**config.mk**
```make
export PLATFORM = sky130hd
export DESIGN_NAME = pvpc_mul
export DESIGN_NICKNAME = d
export VERILOG_FILES = /design/src/rtl/pvpc_pkg.sv /design/src/rtl/pvpc_mul.sv
export SDC_FILE = /design/constraint.sdc
export NUM_CORES = 2
export LEC_CHECK = 0
export BUFFER_PORTS_ARGS = -buffer_cell sky130_fd_sc_hd__buf_2
export CAP_MARGIN = 20
export CORE_ASPECT_RATIO = 0.75
export CORE_MARGIN = 2
export CORE_UTILIZATION = 60
export CTS_BUF_LIST = sky130_fd_sc_hd__clkbuf_16
export DETAILED_ROUTE_END_ITERATION = 10
export PLACE_DENSITY = 0.78
export SKIP_CTS_REPAIR_TIMING = 1
export SYNTH_ARGS = -nofsm -noshare
export SYNTH_HDL_FRONTEND = slang
export SYNTH_SLANG_ARGS = --single-unit
```
**constraint.sdc**
```tcl
create_clock -name clk -period 10.7 [get_ports clk]
set_clock_uncertainty 0.1 [all_clocks]
set_input_delay 2.14 -clock clk [delete_from_list [all_inputs] [get_ports clk]]
set_output_delay 2.14 -clock clk [all_outputs]
set_load 0.005 [all_outputs]
```
**src/rtl/pvpc_pkg.sv**
```systemverilog
// Shared types, register codes and constants of the velocity PID controller.
package pvpc_pkg;

  // Configuration register indexes
  typedef enum logic [2:0] {
    REG_GAIN_PROP  = 3'd0,
    REG_GAIN_INTEG = 3'd1,
    REG_GAIN_DERIV = 3'd2,
    REG_OUT_UPPER  = 3'd3,
    REG_OUT_LOWER  = 3'd4,
    REG_DEADBAND   = 3'd5,
    REG_DUTY_FLOOR = 3'd6,
    REG_PWM_PERIOD = 3'd7
  } cfg_reg_t;

  // Sequencer states
  typedef enum logic [4:0] {
    S_IDLE,
    S_ERR,
    S_EL,
    S_PROD,
    S_ACC,
    S_AMAG,
    S_I_LO,
    S_I_HI,
    S_I_SUM,
    S_I_GO,
    S_I_WAIT,
    S_D_M,
    S_D_LO,
    S_D_HI,
    S_D_SUM,
    S_D_GO,
    S_D_WAIT,
    S_SUM,
    S_CLAMP,
    S_VMUL,
    S_CMP
  } ctrl_state_t;

  // Shared multiplier operand and product widths
  localparam int MUL_A_W = 33;
  localparam int MUL_B_W = 32;
  localparam int MUL_P_W = MUL_A_W + MUL_B_W;

  // Quotient bits produced by the divider; a quotient at or above 2^61 saturates
  localparam int QUOT_BITS = 62;

  // Term and sum width, signed
  localparam int TERM_W = 64;
  typedef logic signed [TERM_W-1:0] term_t;

  // Error times elapsed time, signed
  localparam int PROD_W = 52;

  // Derivative numerator width: 32-bit gain magnitude by 52-bit scaled error change
  localparam int D_NUM_W = 84;

  // Microseconds per second
  localparam int MICRO_W = 20;
  localparam logic [MICRO_W-1:0] MICRO = 20'd1000000;

  // Register reset values
  localparam logic signed [31:0] GAIN_PROP_RST  = 32'sd65536;
  localparam logic signed [31:0] OUT_UPPER_RST  = 32'sd65536;
  localparam logic signed [31:0] OUT_LOWER_RST  = -32'sd65536;
  localparam logic [15:0]        DUTY_FLOOR_RST = 16'd32768;
  localparam logic [15:0]        PWM_PERIOD_RST = 16'd1000;

  // Apply a sign to a saturated term magnitude
  function automatic term_t to_term(input logic [QUOT_BITS-1:0] mag, input logic neg);
    term_t m;
    m = term_t'(mag);
    return neg ? -m : m;
  endfunction

endpackage

```
**src/rtl/pvpc_mul.sv**
```systemverilog
// Shared unsigned multiplier with a registered product.
module pvpc_mul import pvpc_pkg::*; (
  input  logic               clk,
  input  logic               en,
  input  logic [MUL_A_W-1:0] a,
  input  logic [MUL_B_W-1:0] b,
  output logic [MUL_P_W-1:0] p
);

  // Capture product only when a step issues an operation
  always_ff @(posedge clk) begin
    if (en) begin
      p <= MUL_P_W'(a) * MUL_P_W'(b);
    end
  end

endmodule

```
* After elaboration in Yosys (flattened, before gate mapping) *
Index checks and enable logic that the tools add are counted.

word-level totals
  latch bits = 0
  memories kept = 0
  bits of input ports = 67
  memory bits (writable) = 0
  register bits = 65
  logic and storage cells = 2
  memory bits (read-only) = 0
  output and inout bits = 65

cells by class
  mux-type cells = 0
  add/sub/neg operators = 0
  shift-type cells = 0
  equal/unequal tests = 0
  $mul = 1
  div/mod/pow operators = 0
  magnitude comparators = 0
  reductions and logical operators = 0
  bitwise operators = 0

operator list
  operator        count
  $mul 33x32->65  1

* Logic depth before layout (Yosys ltp) *
  depth in word-level cells = 1
  depth in mapped cells = 27
  mapped depth without buffers = 25

* Least setup slack after synthesis *
Ideal clock, no wire load.

  path kind = input-to-reg
  start point = input port a[28]
  end point = register p[61], data pin
  setup time = 276 ps
  data required time = 10324 ps
  setup slack = 1676 ps
  cell stages on the path = 26
  arrival time = 8648 ps
  path buffers = 2
  cell sequence = clkbuf_1 > nand2_1 > fa_1 > inv_1 > fa_1 > fa_1 > inv_1 > fa_1 > inv_1 > fa_1 > fa_1 > fa_1 > inv_1 > fa_1 > inv_1 > ha_1 > clkbuf_1 > and4_1 > nand2b_1 > a2bb2oi_1 > o21ai_0 > a211oi_2 > o31ai_4 > a41o_1 > nor4b_1 > a311oi_1

between the ends
  longest elaborated chain between the ends = 1

ends and longest elaborated chain
  element                 RTL line        RTL
  start: declaration      pvpc_mul.sv:5   input logic [MUL_A_W-1:0] a,
  $mul 33x32->65          pvpc_mul.sv:13  p <= MUL_P_W'(a) * MUL_P_W'(b);
  end signal: assignment  pvpc_mul.sv:13
  end: declaration        pvpc_mul.sv:7   output logic [MUL_P_W-1:0] p

Every way passes these cells.
A chain may end at the register's enable or synchronous reset.

* Final worst setup path *
  start point = input port a[20]
  end point = register p[61], data pin

The elaborated chain is that of the path after synthesis.

==> reports/metrics.cfg <==
[drt]
wl_per_cell_um = 20.5
drc = 0
drtAntennaViolNets = 0
vias = 26300
drt-pass1-iter-count = 5
drt-vias-per-instance = 5.63
wl_um = 95700
drt-initial-drc-count = 2313

[sta]
hold_viol_final = 0
drv_slew = 0
period_minus_slack_ps = 9820
fin_tns_setup_ps = 0
max_freq_mhz = 102
worstMarginPinSlew_ps = 865
setup_ws_ps = 877
maxSlewHeadroom_pct = 42.4
setup_viol = 0
rsz0062_at_grt = no
fin_crit_sh_pct = 91.8

[critical_path]
crit_top_cell = fa_1
slowest_delay_ps = 630
worstSetupStartpointType = primary input
crit_path_end_kind = flip-flop
startpoint = a[20]
critPathSlowestCell = fa_1
critPathKind = in2reg
worstPathArrival_ps = 9800
worstPathRequired_ps = 10680
crit_path_cell_trace = buf_2 -> nand2_1 -> fa_1 -> fa_1 -> fa_1 -> fa_1 -> inv_1 -> fa_1 -> fa_1 -> fa_1 -> fa_1 -> ha_1 -> a21o_1 -> a21o_1 -> a21oi_1 -> nand2_1 -> a31oi_1 -> o31ai_4 -> a41o_1 -> nor4b_1 -> a311oi_1
cp_max_fo = 32

[grt]
antenna_found_initial = 3
grt_pass1_wl_um = 157000
track_usage_pct = 32.7
grt_pass1_vias = 28300
overflow = 0
grt_max_degree = 66

[layout]
largest_register_ffs = 65
largest_register = p
top_regs = p (65)
final_cell_count_no_fill = 4664
final_layout_size_suffix_gt1_share_pct = 4.52
syn_to_final_growth_pct = 3.30
fin_nets = 5126

[worst_hold_path]
min-delay-start = en
holdPathEnd = p[58]
hold_depth = 2
hold_class = in2reg

[synth]
ys.flop_type = edfxtp_1
avgSynthCellArea_sq_um = 9.21
yosysSeqAreaShare_pct = 5.39
synthTopCellsByArea = fa_1 (51%), inv_1 (9.6%), ha_1 (9.1%), and2_1 (8.4%), nand2_1 (6.6%)
ys_warn_count = 0
async_reset_ff_share_pct = 0
synth-edff-count = 65
synth_top_cell_area_share_pct = 51.2
synthDistinctLibCells = 67
yosysTopAreaCell = fa_1
synth_area_sq_um = 36200
syn_nets = 5186
yosys_register_bits = 65
synthTopCellsByCount = inv_1 (930), fa_1 (926), nand2_1 (632)
yosysMostFrequentCell = inv_1
netlist_instances = 3929

[placement]
dp_hpwl_um = 79500
dpl.cell_count = 4648
post-place-ws_ps = 706
port_buffers = 131
gp_congestion = 0.950

[floorplan]
rows = 77
io-pin-count = 132
die_area_sq_um = 62300
initial_core_util_pct = 61.1
core_area_sq_um = 59300
die_h_um = 217
die_w_um = 288

[cts]
root_buffer = clkbuf_16
cts_made_buffers = 9
cts_tree = done
cts_buffer_depth = 2
clk_pin_slew_worst_paths_ps = 60
cts_sinks = 65
cts_max_level = 3

[outcome]
status = finished clean

[job]
max_cap_viol_count = 0

==> metrics by stage <==
stage | hold slack (ps) | util (%) | cell area, sq um
CTS | 2430 | 63.1 | 37400
global placement | 2430 | 62.7 | 37100
detailed placement | 2430 | 62.7 | 37100
finish | 2400 | 63.1 | 37400
global route | 2450 | 63.1 | 37400
floorplan | 2150 | - | 36200
==> layout by cell type, fill, tap and decap left out, drive strengths merged, types with 4 or more instances in the layout <==
master and instances:
a21oi 81, nor2 37, o21ai 38, nor4 4
inv 932, clkbuf 9, a311oi 4, o21bai 18
a211oi 8, xnor2 33, o211ai 4, a21o 27
nand4 13, fa 926, nand2b 4, nor2b 6
and3 9, o31ai 6, and2 492, ha 264
xor2 23, nand3 20, a31oi 8, nand2 632
buf 146, nor3 12, edfxtp 65
==> cell type report <==
cell class	count	area [sq um]
inverters	930	3490
clock buffers	9	225
flip-flops and latches	65	1950
repair buffers	146	768
diodes	1	2.50
fillers	4908	21900
well taps	790	988
clock inverters	6	28.8
multi-input cells	2717	29900
==> logic make-up (layout without fill, tap and decap cells) <==
| group | after synthesis | count (layout) | share of synthesized area, % |
|---|---|---|---|
| AO/OA/AOI/OAI | 224 | 224 | 4.10 |
| XOR/XNOR | 56 | 56 | 1.35 |
| adder cells (fa/ha/maj) | 1190 | 1190 | 60.3 |
| buffers and inverters | 1147 | 1091 | 11.9 |
| flip-flops | 65 | 65 | 5.39 |
| multiplexers | 1 | 1 | 0.0311 |
| other | 0 | 1 | 0 |
| AND/OR/NAND/NOR | 1246 | 1246 | 16.9 |
==> layer usage <==
| metal | wire [um] | global-route usage [%] |
|---|---|---|
| met1 | 39200 | 47.4 |
| met2 | 42300 | 48.7 |
| met3 | 11700 | 9.71 |
| met4 | 2470 | 7.88 |
| met5 | 23 | 0 |
==> worst max-delay path, delay by kind of cell <==
kind,cells,cell delay (ps)
AO/OA/AOI/OAI,7,1780
adder cells (fa/ha/maj),9,4620
AND/OR/NAND/NOR,3,550
buffers and inverters,2,680
==> how the worst max path moves through the flow <==
stage | slack [ps] | cells after the start | endpoint
2_1_floorplan | 1680 | 26 | p[61]
3_3_place_gp | 700 | 21 | p[51]
3_5_place_dp | 710 | 21 | p[61]
4_1_cts | 1000 | 21 | p[61]
5_1_grt | 630 | 23 | p[61]
6_report | 880 | 21 | p[61]
Power is left out: the tool's default activity adds up to more than one toggle a clock period on the data nets, which glitch-free logic cannot reach.
